### src/hw/rtl/led_matrix_digit_scroll_scanner_unit_defines.svh
// assertion macros for the led matrix digit scroll scanner
// used by led_matrix_digit_scroll_scanner_unit; no other dependencies
`ifndef LED_MATRIX_DIGIT_SCROLL_SCANNER_UNIT_DEFINES_SVH
`define LED_MATRIX_DIGIT_SCROLL_SCANNER_UNIT_DEFINES_SVH

`ifndef ASSERT_OFF

// condition holds at every clock edge outside reset
`define LMDSS_ASSERT_ALWAYS(label, clk, rst, cond) \
   label: assert property (@(posedge clk) disable iff (rst) (cond)) \
      else $error("scanner assertion failed");

// antecedent implies consequent in the same cycle
`define LMDSS_ASSERT_IMPLIES(label, clk, rst, ante, cons) \
   label: assert property (@(posedge clk) disable iff (rst) (ante) |-> (cons)) \
      else $error("scanner assertion failed");

// antecedent implies consequent in the next cycle
`define LMDSS_ASSERT_NEXT(label, clk, rst, ante, cons) \
   label: assert property (@(posedge clk) disable iff (rst) (ante) |=> (cons)) \
      else $error("scanner assertion failed");

`else

`define LMDSS_ASSERT_ALWAYS(label, clk, rst, cond)
`define LMDSS_ASSERT_IMPLIES(label, clk, rst, ante, cons)
`define LMDSS_ASSERT_NEXT(label, clk, rst, ante, cons)

`endif

`endif

### src/hw/rtl/lmdss_pkg.sv
// shared constants, font table and types for the led matrix digit scroll scanner
// no dependencies
package lmdss_pkg;

   localparam int TENS_W   = 3;
   localparam int ONES_W   = 4;
   localparam int DRIVE_W  = 8;
   localparam int COUNT_W  = 4;
   localparam int INDEX_W  = 1;
   localparam int CSR_W    = 4;
   localparam int REQ_W    = 8;
   localparam int RSP_W    = 16;
   localparam int RSP_USER_W = 2;

   localparam logic [INDEX_W-1:0] CSR_REFRESHES_PER_FRAME = 1'd0;
   localparam logic [INDEX_W-1:0] CSR_SCROLL_ENABLE       = 1'd1;

   localparam logic [COUNT_W-1:0] REFRESHES_RESET = 4'd10;

   typedef logic [DRIVE_W-1:0] font_row_type;

   localparam font_row_type FONT_ROM [10][8] = '{
      '{8'h70, 8'h88, 8'hC8, 8'hA8, 8'h98, 8'h88, 8'h70, 8'h00},
      '{8'h20, 8'h30, 8'h20, 8'h20, 8'h20, 8'h20, 8'hF8, 8'h00},
      '{8'h70, 8'h88, 8'h80, 8'h40, 8'h20, 8'h10, 8'hF8, 8'h00},
      '{8'hF8, 8'h40, 8'h20, 8'h40, 8'h80, 8'h88, 8'h70, 8'h00},
      '{8'h40, 8'h60, 8'h50, 8'h48, 8'hF8, 8'h40, 8'h40, 8'h00},
      '{8'hF8, 8'h08, 8'h78, 8'h80, 8'h80, 8'h88, 8'h70, 8'h00},
      '{8'h60, 8'h10, 8'h08, 8'h78, 8'h88, 8'h88, 8'h70, 8'h00},
      '{8'hF8, 8'h80, 8'h40, 8'h20, 8'h10, 8'h10, 8'h10, 8'h00},
      '{8'h70, 8'h88, 8'h88, 8'h70, 8'h88, 8'h88, 8'h70, 8'h00},
      '{8'h70, 8'h88, 8'h88, 8'hF0, 8'h80, 8'h40, 8'h30, 8'h00}
   };

   // blank for digits past nine
   function automatic font_row_type glyph_row(logic [ONES_W-1:0] digit, logic [2:0] row);
      font_row_type result;
      result = '0;
      if (digit < 4'd10) begin
         result = FONT_ROM[digit][row];
      end
      return result;
   endfunction

endpackage

### src/hw/rtl/led_matrix_digit_scroll_scanner_unit.sv
// led matrix digit scroll scanner: top level, scan counters, scroll control and font lookup
// depends on lmdss_pkg and led_matrix_digit_scroll_scanner_unit_defines.svh
//
// Usage:
//   Each transaction on the req_ channel is one row slot and carries the BCD seconds
//   digits. For every accepted transaction the block returns exactly one transaction on
//   the rsp_ channel with the active-low row select and column pattern for that slot and
//   a flag saying which matrix (tens on the left, ones on the right) to enable.
//   A scan is GLYPH_ROWS rows of the left matrix then GLYPH_ROWS rows of the right one;
//   refreshes_per_frame scans make a frame. A tens change seen at a frame end scrolls in
//   over GLYPH_ROWS frames when scroll_enable is set.
//   rsp_tvalid rises in the cycle after req acceptance. One transaction is taken
//   every cycle while the receiver does not stall; the scan counters and font lookup are
//   combinational between the state registers and the rsp output register.
//   When the receiver stalls, the result holds in the output register and req_tready
//   drops until it is taken; a new request is taken in the same cycle the held result
//   leaves.
//   Reset clears the scan and scroll state, empties the output register and loads
//   refreshes_per_frame with 10 and scroll_enable with 1. csr_ writes take effect at
//   once; the user must make them only while the block is idle; the block does not enforce this.
`include "led_matrix_digit_scroll_scanner_unit_defines.svh"

module led_matrix_digit_scroll_scanner_unit #(
   parameter int GLYPH_ROWS = 7
) (
   input  logic                                 clock,
   input  logic                                 reset,
   input  logic                                 req_tvalid,
   output logic                                 req_tready,
   input  logic [lmdss_pkg::REQ_W-1:0]          req_tdata,  // seconds_tens, seconds_ones
   output logic                                 rsp_tvalid,
   input  logic                                 rsp_tready,
   output logic [lmdss_pkg::RSP_W-1:0]          rsp_tdata,  // row_drive_n, column_drive_n
   output logic [lmdss_pkg::RSP_USER_W-1:0]     rsp_tuser,  // left_digit_enable, right_digit_enable
   input  logic                                 csr_we,
   input  logic [lmdss_pkg::INDEX_W-1:0]        csr_index,
   input  logic [lmdss_pkg::CSR_W-1:0]          csr_wdata
);

   localparam logic [3:0] ROWS = 4'(GLYPH_ROWS);

   logic [lmdss_pkg::COUNT_W-1:0] refreshes_ff, refreshes_in;
   logic                          scroll_enable_ff, scroll_enable_in;
   logic [lmdss_pkg::TENS_W-1:0]  shown_tens_ff, shown_tens_in;
   logic                          scroll_active_ff, scroll_active_in;
   logic [2:0]                    scroll_phase_ff, scroll_phase_in;
   logic [lmdss_pkg::COUNT_W-1:0] refresh_count_ff, refresh_count_in;
   logic                          digit_side_ff, digit_side_in;
   logic [2:0]                    row_index_ff, row_index_in;
   logic                          rsp_valid_ff, rsp_valid_in;
   logic [lmdss_pkg::RSP_W-1:0]   rsp_data_ff, rsp_data_in;
   logic [lmdss_pkg::RSP_USER_W-1:0] rsp_user_ff, rsp_user_in;

   logic [lmdss_pkg::TENS_W-1:0]  tens_in;
   logic [lmdss_pkg::ONES_W-1:0]  ones_in;
   logic                          accept;
   logic [lmdss_pkg::TENS_W-1:0]  prev_tens;
   logic [3:0]                    scroll_row;
   logic [3:0]                    row_next;
   logic [3:0]                    phase_next;
   logic [lmdss_pkg::COUNT_W-1:0] count_next;
   logic [lmdss_pkg::COUNT_W-1:0] limit;
   lmdss_pkg::font_row_type       pattern;
   logic [lmdss_pkg::DRIVE_W-1:0] row_drive_n;

   assign tens_in    = req_tdata[2:0];
   assign ones_in    = req_tdata[6:3];
   assign req_tready = !rsp_valid_ff || rsp_tready;
   assign accept     = req_tvalid && req_tready;

   assign rsp_tvalid = rsp_valid_ff;
   assign rsp_tdata  = rsp_data_ff;
   assign rsp_tuser  = rsp_user_ff;

   // pattern for the current slot
   always_comb begin
      prev_tens  = (shown_tens_ff == '0) ? 3'd5 : shown_tens_ff - 3'd1;
      scroll_row = {1'b0, row_index_ff} + {1'b0, scroll_phase_ff};
      if (!digit_side_ff) begin
         if (scroll_active_ff) begin
            if (scroll_row < ROWS) begin
               pattern = lmdss_pkg::glyph_row({1'b0, prev_tens}, scroll_row[2:0]);
            end else begin
               pattern = lmdss_pkg::glyph_row({1'b0, shown_tens_ff},
                                              3'(scroll_row - ROWS));
            end
         end else begin
            pattern = lmdss_pkg::glyph_row({1'b0, shown_tens_ff}, row_index_ff);
         end
      end else begin
         pattern = lmdss_pkg::glyph_row(ones_in, row_index_ff);
      end
      row_drive_n = ~(8'd1 << row_index_ff);
   end

   // scan and scroll advance
   always_comb begin
      shown_tens_in    = shown_tens_ff;
      scroll_active_in = scroll_active_ff;
      scroll_phase_in  = scroll_phase_ff;
      refresh_count_in = refresh_count_ff;
      digit_side_in    = digit_side_ff;
      row_index_in     = row_index_ff;
      row_next   = {1'b0, row_index_ff} + 4'd1;
      phase_next = {1'b0, scroll_phase_ff} + 4'd1;
      count_next = refresh_count_ff + 4'd1;
      limit      = (refreshes_ff == '0) ? 4'd1 : refreshes_ff;
      if (accept) begin
         if (row_next < ROWS) begin
            row_index_in = row_next[2:0];
         end else begin
            row_index_in = '0;
            if (!digit_side_ff) begin
               digit_side_in = 1'b1;
            end else begin
               digit_side_in = 1'b0;
               if (count_next != '0 && count_next < limit) begin
                  refresh_count_in = count_next;
               end else begin
                  refresh_count_in = '0;
                  if (scroll_active_ff) begin
                     if (phase_next >= ROWS) begin
                        scroll_active_in = 1'b0;
                        scroll_phase_in  = '0;
                     end else begin
                        scroll_phase_in = phase_next[2:0];
                     end
                  end else if (tens_in != shown_tens_ff) begin
                     shown_tens_in = tens_in;
                     if (scroll_enable_ff) begin
                        scroll_active_in = 1'b1;
                        scroll_phase_in  = '0;
                     end
                  end
               end
            end
         end
      end
   end

   // output register and configuration
   always_comb begin
      rsp_valid_in = rsp_valid_ff;
      rsp_data_in  = rsp_data_ff;
      rsp_user_in  = rsp_user_ff;
      if (rsp_valid_ff && rsp_tready) begin
         rsp_valid_in = 1'b0;
      end
      if (accept) begin
         rsp_valid_in = 1'b1;
         rsp_data_in  = {~pattern, row_drive_n};
         rsp_user_in  = {digit_side_ff, !digit_side_ff};
      end
      refreshes_in     = refreshes_ff;
      scroll_enable_in = scroll_enable_ff;
      if (csr_we) begin
         unique case (csr_index)
            lmdss_pkg::CSR_REFRESHES_PER_FRAME: refreshes_in     = csr_wdata;
            lmdss_pkg::CSR_SCROLL_ENABLE:       scroll_enable_in = csr_wdata[0];
            default: ;
         endcase
      end
   end

   always_ff @(posedge clock) begin
      if (reset) begin
         refreshes_ff     <= lmdss_pkg::REFRESHES_RESET;
         scroll_enable_ff <= 1'b1;
         shown_tens_ff    <= '0;
         scroll_active_ff <= 1'b0;
         scroll_phase_ff  <= '0;
         refresh_count_ff <= '0;
         digit_side_ff    <= 1'b0;
         row_index_ff     <= '0;
         rsp_valid_ff     <= 1'b0;
      end else begin
         refreshes_ff     <= refreshes_in;
         scroll_enable_ff <= scroll_enable_in;
         shown_tens_ff    <= shown_tens_in;
         scroll_active_ff <= scroll_active_in;
         scroll_phase_ff  <= scroll_phase_in;
         refresh_count_ff <= refresh_count_in;
         digit_side_ff    <= digit_side_in;
         row_index_ff     <= row_index_in;
         rsp_valid_ff     <= rsp_valid_in;
      end
      rsp_data_ff <= rsp_data_in;
      rsp_user_ff <= rsp_user_in;
   end

   `LMDSS_ASSERT_ALWAYS(a_row_in_range, clock, reset, {1'b0, row_index_ff} < ROWS)
   `LMDSS_ASSERT_IMPLIES(a_phase_only_scrolling, clock, reset,
      !scroll_active_ff, scroll_phase_ff == '0)
   `LMDSS_ASSERT_IMPLIES(a_rsp_one_matrix_one_row, clock, reset, rsp_tvalid,
      $onehot(rsp_tuser) && $countones(~rsp_tdata[7:0]) == 1)
   `LMDSS_ASSERT_NEXT(a_accept_gives_rsp, clock, reset, accept, rsp_tvalid)

endmodule
### config.mk
export PLATFORM = sky130hd
export DESIGN_NAME = led_matrix_digit_scroll_scanner_unit
export DESIGN_NICKNAME = d
export VERILOG_FILES = /design/src/hw/rtl/lmdss_pkg.sv /design/src/hw/rtl/led_matrix_digit_scroll_scanner_unit.sv
export VERILOG_INCLUDE_DIRS = /design/src /design/src/hw/rtl
export SDC_FILE = /design/constraint.sdc
export NUM_CORES = 1
export LEC_CHECK = 0
export BUFFER_PORTS_ARGS = -buffer_cell sky130_fd_sc_hd__buf_4
export CAP_MARGIN = 20
export CORE_ASPECT_RATIO = 1.5
export CORE_MARGIN = 2
export CORE_UTILIZATION = 35
export CTS_BUF_LIST = sky130_fd_sc_hd__clkbuf_16
export DETAILED_ROUTE_END_ITERATION = 7
export GPL_ROUTABILITY_DRIVEN = 0
export PLACE_DENSITY_LB_ADDON = 0.15
export SYNTH_ARGS = -nofsm -noshare
export SYNTH_HDL_FRONTEND = slang
export SYNTH_SLANG_ARGS = --single-unit
### constraint.sdc
create_clock -name clock -period 5.1 [get_ports clock]
set_clock_uncertainty 0.2 [all_clocks]
set_input_delay 1.02 -clock clock [delete_from_list [all_inputs] [get_ports clock]]
set_output_delay 1.02 -clock clock [all_outputs]
set_load 0.01 [all_outputs]
==> metrics, run 1 <==
fin area=between 0.004 and 0.005 mm²; Worst Tran Pin Value=between 0.7 and 0.8 ns; Root Driver=clkbuf_16; Setup TNS Final=0 ns; crit path kind=flop to flop; leakage=1.70 nW; Initial Utilization=36.0%; vias in the first global route=3909; Yosys cell types=76; drt initial violations=~220; Num CTS Buffers=5; Max Freq=between 200 and 300 MHz; fin nets=slightly below 600; maximum capacitance violations=0; HP Class=flop to flop; I/O pin cnt=38; vias post-DR=4071; post-synth top area share=between 10% and 20%; Syn Inst Count=roughly 540; initial antenna violation count=0; wirelength, routed=around 12 mm; area of the multi-input gates=0.00293 mm²; clock-pin slew on the worst setup and hold paths=around 0.050 ns; Pre-Repair DR Iteration Count=5; register bit total from synthesis=36; H-tree levels=2; PortBufs=33; max-slew violation count=0; area grow syn2layout=10.4%; max_slew headroom=between 50% and 60%; Ys Warns=0; Worst setup EP type=flop; post-DP HPWL=roughly 8.6 mm; EDFF count, synth=15; Cell Chain, Critical Path=inv_1, ha_1, buf_4, ha_1, nand2b_1, a21oi_1, o21ai_0, a311o_1, a311o_1, a211oi_2; GRT Resource Usage Total=about 19%; Final Hold Vio Count=0; Layout Cells excl Fill=between 600 and 700; DRT antenna net count=0; Core Area=about 0.012 mm²; Min Clock Period, post-route=between 3 and 4 ns; clk sink count=36; DR DRC count=0; post-synthesis sequential area ratio=21.0%; async set-reset flop share out of synthesis=0%; synthesized area=between 0.004 and 0.005 mm²; CTS resizes=0; status=finished clean; Synth top cells by count=nor2_1 (52), a21oi_1 (40), nand2_1 (38); crit path launch type=flop; Crit path required time=around 5 ns; pwr dens=between 150 and 200 mW/mm²; Peak VDD IR=around 0.17 mV; vias per inst=between 5 and 6; DIE AREA=approximately 0.013 mm²; most common flop cell mapped by yosys=dfxtp_1; # rows=48; first-pass GRT wire length=~19 mm; most frequent cell after synthesis=nor2_1; insertion delay to the later sink of the worst-skew pair=between 0.2 and 0.3 ns; RSZ-0062 raised after global routing=false; CTS tree=done; Die X-Extent=about 93 µm; # hold bufs at CTS=0; gr ovfl total=0; layout cells sized above 1=roughly 15%; largest net degree at the start of global routing=46; CP max stage cell=dfxtp_1; FF+latch area=just under 900 µm²; Worst EP arrival=~3.7 ns; Avg Inst Size Synth=between 7 and 8 µm²; Placed Area=0.00441 mm²; Die Height=~140 µm; Finish-stage setup viols=0; dpl cells=~680; largest area contributor in the netlist=edfxtp_1; Critical Path Max Stage Delay=roughly 0.72 ns; synth top area cells=edfxtp_1 (11%), dfxtp_1 (10%), ha_1 (9.7%), a21oi_1 (4.8%), nor2_1 (4.7%); CTS Buffer Depth=2; critical path fanouts, max=16; buffer count from post-CTS setup fixing=0; fillers=approximately 1200; fin crit share=74.3%; diode count=0; routed length per instance=17.4 µm
worst paths after layout:
| path | start | to | slack [ns] | cells past startpoint |
|---|---|---|---|---|
| max reg2reg | shown_tens_ff[0] | rsp_tdata[13] | 1.31 | 10 |
| min reg2reg | refreshes_ff[0] | refreshes_ff[0] | 0.31 | 2 |
| min | refreshes_ff[0] | refreshes_ff[0] | 0.31 | 2 |
| max | shown_tens_ff[0] | rsp_tdata[13] | 1.31 | 10 |
sequential cells by signal, indices dropped and copies added, names as in the netlist:
signal,cells
shown_tens_ff,3
row_index_ff,3
refreshes_ff,4
digit_side_ff,1
scroll_phase_ff,3
rsp_tvalid,1
scroll_enable_ff,1
rsp_tuser,2
scroll_active_ff,1
refresh_count_ff,4
rsp_tdata,13
cells in the final DEF (no fill, tap or decap), types with 6 or more instances in the layout:
master	synthesis	layout
ha_1	32	32
a21oi_1	40	40
edfxtp_1	15	15
inv_1	26	27
and2_1	7	7
nor3_1	18	18
o211ai_1	9	9
nor2_1	52	52
nand2_1	38	38
nor2b_1	8	8
a221oi_1	9	9
a211oi_1	11	11
mux2i_1	12	12
mux2_2	6	6
xnor2_1	8	8
a31oi_1	11	11
o31ai_1	6	6
dfxtp_1	21	21
buf_4	3	43
nand2b_1	12	12
nand3_1	16	16
o21ai_0	34	34
logic make-up (layout without fill, tap and decap cells):
| kind of cell | after synthesis | count (layout) | synth area share [%] |
|---|---|---|---|
| buffers and inverters | 82 | 78 | 8.51 |
| DFF | 36 | 36 | 21.0 |
| other | 1 | 3 | 0.0904 |
| and+or+nand+nor | 172 | 172 | 20.5 |
| adders and majority gates | 33 | 33 | 10.1 |
| muxes | 22 | 22 | 6.70 |
| AOI/OAI and AO/OA | 182 | 182 | 30.7 |
| xor gates and xnor gates | 10 | 10 | 2.29 |
area by class of cell:
cell class | instances | share of cell area [%]
multi-input combinational | 422 | 64.0
inverter | 27 | 2.21
clock inverter | 3 | 0.847
timing repair buffer | 43 | 7.05
tap | 150 | 4.10
clock buffer | 5 | 2.73
sequential | 36 | 19.0
through the flow:
step / total power (W) / setup WS, ns / hold WS (ns) / utilization [%]
after CTS: 0.000862 / 1.31 / 0.315 / 39.7
final: 0.000855 / 1.31 / 0.308 / 39.7
after detailed placement: 0.000521 / 1.33 / 0.302 / 38.3
after floorplan: 0.000467 / 1.98 / 0.260 / -
after global placement: 0.000518 / 1.36 / 0.278 / 38.3
after global routing: 0.000898 / 1.10 / 0.336 / 39.7
critical path: cells and delay by family (launching register included):
kind | cells | cell delay (ns)
AO/OA/AOI/OAI | 5 | 1.42
flip-flops | 1 | 0.72
adder cells (fa/ha/maj) | 2 | 0.58
buffers and inverters | 2 | 0.42
AND/OR/NAND/NOR | 1 | 0.27
power breakdown:
part           internal, W  total (W)  switching, W  leakage, nW
Combinational    0.0000810   0.000200      0.000119         1.32
Sequential        0.000312   0.000316    0.00000388        0.295
Clock             0.000228   0.000338      0.000111       0.0850
Total             0.000621   0.000855      0.000234         1.70
metal layers:
layer  track usage [%]  vias up  part of all wire, %
met5                 0        -                    0
met4              7.03        0                  2.7
met3              2.30       29                  4.4
met2              34.3      140                   51
met1              21.7     1916                   42
li1                  -     1986                    -
(Power assumes the default switching activity.)
==> run 2, diff against run 1 <==
--- a/config.mk
+++ b/config.mk
@@ -6,6 +6,7 @@
 export SDC_FILE = /design/constraint.sdc
 export NUM_CORES = 1
 export LEC_CHECK = 0
+export ABC_AREA = 1
 export BUFFER_PORTS_ARGS = -buffer_cell sky130_fd_sc_hd__buf_4
 export CAP_MARGIN = 20
 export CORE_ASPECT_RATIO = 1.5
==> constraint.sdc (replaced) <==
create_clock -name clock -period 3.85 [get_ports clock]
set_clock_uncertainty 0.2 [all_clocks]
set_input_delay 0.77 -clock clock [delete_from_list [all_inputs] [get_ports clock]]
set_output_delay 0.77 -clock clock [all_outputs]
set_load 0.01 [all_outputs]
==> metrics, run 2 <==
status=finished clean; fin nets=about 700; Worst EP arrival=3.15 ns; # hold bufs at CTS=0; fin area=~0.0043 mm²; post-DP HPWL=slightly above 9 mm; largest net degree at the start of global routing=29; Layout Cells excl Fill=about 790; synthesized area=0.00382 mm²; max_slew headroom=roughly 47%; buffer count from post-CTS setup fixing=0; max reg flops=13; Max Freq=between 300 and 400 MHz; Pre-Repair DR Iteration Count=5; CTS resizes=0; drt initial violations=between 200 and 300; diode count=0; DR DRC count=0; maximum capacitance violations=0; Die Height=132 µm; Placed Area=0.00418 mm²; Synth top cells by count=nand2_1 (196), nand3_1 (67), inv_1 (63); gr ovfl total=0; PortBufs=33; most common cell after layout, fill and taps aside=nand2_1; R2R cell count=14; CTS Buffer Depth=2; most frequent CP cell=nand2_1; max-slew violation count=0; largest area contributor in the netlist=nand2_1; fin crit share=between 80 and 90%; vias per inst=around 5.3; wirelength, routed=between 10 and 15 mm; area grow syn2layout=13.0%; Final Hold Vio Count=0; initial antenna violation count=0; HP Class=flop to flop; Ys Warns=0; Peak VDD IR=0.257 mV; routed length per instance=between 10 and 15 µm; Yosys cell types=~40; Initial Utilization=between 30% and 40%; Finish-stage setup viols=0; register bit total from synthesis=36; H-tree levels=2; critical path fanouts, max=12; Cell Chain, Critical Path=inv_1, ha_1, ha_1, nor2_1, nand3_1, nand2_1, nand3_1, nand3_1, nand2_1, inv_1, nand2_1, nand2_1, nand2_1, a21oi_1; # rows=46; Critical Path Max Stage Delay=~0.51 ns; vias post-DR=a little over 4000; leakage=just over 2 nW; Crit path required time=around 3.8 ns; Setup TNS Final=0 ns; Core Area=about 0.011 mm²; dpl cells=781; I/O pin cnt=38; RSZ-0062 raised after global routing=false; most common flop cell mapped by yosys=dfxtp_1; Root Driver=clkbuf_16; async set-reset flop share out of synthesis=0%; EDFF count, synth=15; DRT antenna net count=0; layout cells sized above 1=approximately a tenth; insertion delay to the later sink of the worst-skew pair=0.28 ns; Worst Tran Pin Value=0.801 ns; synth top area cells=nand2_1 (19%), edfxtp_1 (12%), dfxtp_1 (11%), ha_1 (10%), nand3_1 (8.8%); post-synthesis sequential area ratio=between 20% and 30%; Avg Inst Size Synth=between 6 and 7 µm²; hold path cells=2; vias in the first global route=4117; post-synth top area share=around 19%; Num CTS Buffers=5; Syn Inst Count=between 600 and 700; CP max stage cell=dfxtp_1; pwr dens=approximately 270 mW/mm²; Die X-Extent=a little under 90 µm; commonest cells after routing, fill and taps aside=nand2_1 (196), nand3_1 (67), inv_1 (64); clk sink count=36; Min Clock Period, post-route=between 3 and 4 ns; crit path launch type=flop; clock-pin slew on the worst setup and hold paths=around 0.06 ns; crit path kind=flop to flop; CTS tree=done; first-pass GRT wire length=approximately 19 mm; DIE AREA=0.0118 mm²; Final Power=0.00118 W; GRT Resource Usage Total=~21%; Worst setup EP type=flop; most frequent cell after synthesis=nand2_1
-- run 2: cell types whose count changed in the layout (fill, tap and decap cells not counted), sizes merged, moves of 7 or more --
| cell | previous run | this run |
|---|---|---|
| nor2 | 52 | 45 |
| a221oi | 10 | 0 |
| nand2 | 39 | 200 |
| and2 | 7 | 0 |
| nor2b | 9 | 0 |
| inv | 28 | 67 |
| nor3 | 18 | 2 |
| a21oi | 41 | 51 |
| mux2i | 12 | 0 |
| a211oi | 12 | 5 |
| nand2b | 12 | 0 |
| nand3 | 17 | 67 |
-- run 2: metal layers --
metal	share of wire [%]	track usage, %	up-vias
li1	-	-	2105
met1	40	22.8	1889
met2	53	37.8	124
met3	3.9	2.88	32
met4	3.6	9.45	0
met5	0	0	-
-- run 2: cell type report --
cell class	count	area [µm²]
tap	144	180
inverter	68	255
clock buffer	5	125
multi-input combinational	491	2560
clock inverter	3	15.0
timing repair buffer	42	315
sequential	36	871
fill	1206	6270
-- run 2: cells by family after synthesis --
logic type	after synthesis	share of synthesized area [%]
AOI/OAI and AO/OA	124	18.4
xor gates and xnor gates	7	1.80
adders and majority gates	33	11.0
buffers and inverters	96	10.5
DFF	36	22.8
other	1	0.0981
and+or+nand+nor	324	35.4
-- run 2: where the power goes --
group	total, W	leakage, nW	internal [W]	switching [W]
clock	0.000390	0.0687	0.000235	0.000155
sequential	0.000431	0.300	0.000421	0.0000104
combinational	0.000358	1.68	0.000127	0.000231
-- run 2: metrics by stage --
step                      hold slack (ns)  utilization [%]  setup slack [ns]
after global placement              0.264             39.4             0.632
after floorplan                     0.203                -              1.14
final                               0.277             40.8             0.602
after CTS                           0.283             40.8             0.606
after global routing                0.301             40.8             0.365
after detailed placement            0.275             39.4             0.629
-- run 2: worst paths after layout --
| path | end | slack (ns) | start |
|---|---|---|---|
| worst min-delay path | refreshes_ff[0] | 0.28 | refreshes_ff[0] |
| worst min register to register | refreshes_ff[0] | 0.28 | refreshes_ff[0] |
| worst max register to register | rsp_tdata[12] | 0.60 | shown_tens_ff[0] |
| worst max-delay path | rsp_tdata[12] | 0.60 | shown_tens_ff[0] |
-- run 2: worst max-delay path: cells and delay by family, from the launching register on --
family | cells | cell delay, ns
buf+inv | 2 | 0.25
simple gates | 9 | 1.02
compound gates | 1 | 0.20
flops | 1 | 0.51
fa+ha+maj | 2 | 0.89
==> run 3, diff against run 2 <==
==> constraint.sdc (replaced) <==
create_clock -name clock -period 3.3 [get_ports clock]
set_clock_uncertainty 0.2 [all_clocks]
set_input_delay 0.66 -clock clock [delete_from_list [all_inputs] [get_ports clock]]
set_output_delay 0.66 -clock clock [all_outputs]
set_load 0.01 [all_outputs]
==> metrics, run 3 (same netlist as run 2, synthesis figures left out) <==
vias in the first global route=4042; most frequent CP cell=nand2_1; max_slew headroom=between 40% and 50%; CP Buf/Inv Count=1; fin nets=between 700 and 800; RSZ-0062 raised after global routing=false; diode count=0; crit path kind=flop to flop; max-slew violation count=0; status=finished clean; Worst setup EP type=flop; Final Power=0.00147 W; Worst EP arrival=2.82 ns; Peak VDD IR=0.401 mV; GRT Resource Usage Total=approximately a fifth; first-pass GRT wire length=about 20 mm; gr ovfl total=0; crit path launch type=flop; max reg flops=13; area grow syn2layout=15.0%; worst setup margin=0.392 ns; I/O pin cnt=38; CTS resizes=0; most common cell after layout, fill and taps aside=nand2_1; Root Driver=clkbuf_16; Setup TNS Final=0 ns; fillers=approximately 1200; drt initial violations=between 300 and 400; largest net degree at the start of global routing=29; wirelength, routed=between 10 and 15 mm; Max Freq=between 300 and 400 MHz; Clk pwr share=between 30% and 40%; NetSw=~0.00048 W; pre-CTS WS=0.440 ns; CTS tree=done; Critical Path Max Stage Delay=0.46 ns; buffer count from post-CTS setup fixing=0; Cell Chain, Critical Path=ha_1, fa_1, ha_1, clkinv_1, nor2_1, a22oi_1, nand2_1, nand2_1, nand2_1, nand2_1, nand2_1, nand2_1, a21oi_1; DR DRC count=0; initial antenna violation count=0; insertion delay to the later sink of the worst-skew pair=between 0.2 and 0.3 ns; # hold bufs at CTS=0; critical path depth=13; critical path fanouts, max=4; Worst Tran Pin Value=about 0.9 ns; crit-path leading delay family=adder cells; clk sink count=36; leakage=roughly 2.1 nW; # rows=46; Num CTS Buffers=5; CP max stage cell=fa_1; HP Class=flop to flop; Flop pwr share=between 30% and 40%; Min Clock Period, post-route=between 2 and 3 ns; Sw Share=32.4%; Finish-stage setup viols=0; fin crit share=88.1%; internal cell power=a little under 0.001 W; vias post-DR=4218; Final Hold Vio Count=0; DRT antenna net count=0; Logic pwr share=between 20% and 30%; DIE AREA=around 0.012 mm²; Die X-Extent=a little under 90 µm; Die Height=between 100 and 150 µm; Crit path required time=approximately 3.2 ns; maximum capacitance violations=0; routed length per instance=between 15 and 20 µm; PortBufs=33; Core Area=roughly 0.011 mm²; hold path cells=2; area of the multi-input gates=roughly 0.0026 mm²; CTS Buffer Depth=2; H-tree levels=2; post-DP HPWL=about 9 mm; FF+latch area=between 800 and 900 µm²; clock-pin slew on the worst setup and hold paths=approximately 0.06 ns; Initial Utilization=a little over a third; layout cells sized above 1=a little over a tenth; vias per inst=5.30; commonest cells after routing, fill and taps aside=nand2_1 (196), nand3_1 (67), inv_1 (63); Pre-Repair DR Iteration Count=5; pwr dens=roughly 330 mW/mm²; R2R cell count=13
-- run 3: final cells by class --
| type | instances | area share (%) |
|---|---|---|
| Clock buffer | 5 | 2.85 |
| Clock inverter | 3 | 0.854 |
| Inverter | 68 | 5.81 |
| Multi-Input combinational cell | 491 | 58.2 |
| Sequential cell | 36 | 19.8 |
| Tap cell | 144 | 4.10 |
| Timing Repair Buffer | 49 | 8.37 |
-- run 3: metrics by stage --
stage | instance area (µm²) | hold WS [ns] | std cells | util, %
6_report | 4390 | 0.275 | 796 | 41.5
5_1_grt | 4390 | 0.308 | 796 | 41.5
3_3_place_gp | 4230 | 0.265 | 788 | 39.9
3_5_place_dp | 4230 | 0.272 | 788 | 39.9
4_1_cts | 4390 | 0.281 | 796 | 41.5
2_1_floorplan | 3830 | 0.203 | 623 | -
-- run 3: final timing paths --
path / start / to / slack (ns)
hold reg to reg: refreshes_ff[0] / refreshes_ff[0] / 0.28
setup / recovery: scroll_phase_ff[0] / rsp_tdata[12] / 0.39
setup reg to reg: scroll_phase_ff[0] / rsp_tdata[12] / 0.39
hold / removal: refreshes_ff[0] / refreshes_ff[0] / 0.28
-- run 3: metal layers --
metal / track usage [%] / part of all wire [%] / vias to the layer above / wire length (µm)
li1: - / - / 2121 / -
met1: 23.8 / 39 / 1907 / 4790
met2: 38.4 / 52 / 148 / 6310
met3: 2.19 / 4.3 / 42 / 522
met4: 8.96 / 4.2 / 0 / 505
met5: 0 / 0 / - / 0
-- run 3: tightest hold or removal path, cell delays in order (launching register included) --
cell	delay (ns)
dfxtp_1	0.29
inv_1	0.07
a21oi_1	0.06
-- run 3: power by group through the flow --
stage                     Clock, W  Combinational (W)  Sequential (W)
after floorplan                  0           0.000272        0.000517
after global placement           0           0.000412        0.000512
after detailed placement         0           0.000415        0.000514
after CTS                 0.000560           0.000417        0.000504
after global routing      0.000577           0.000471        0.000505
final                     0.000544           0.000421        0.000504
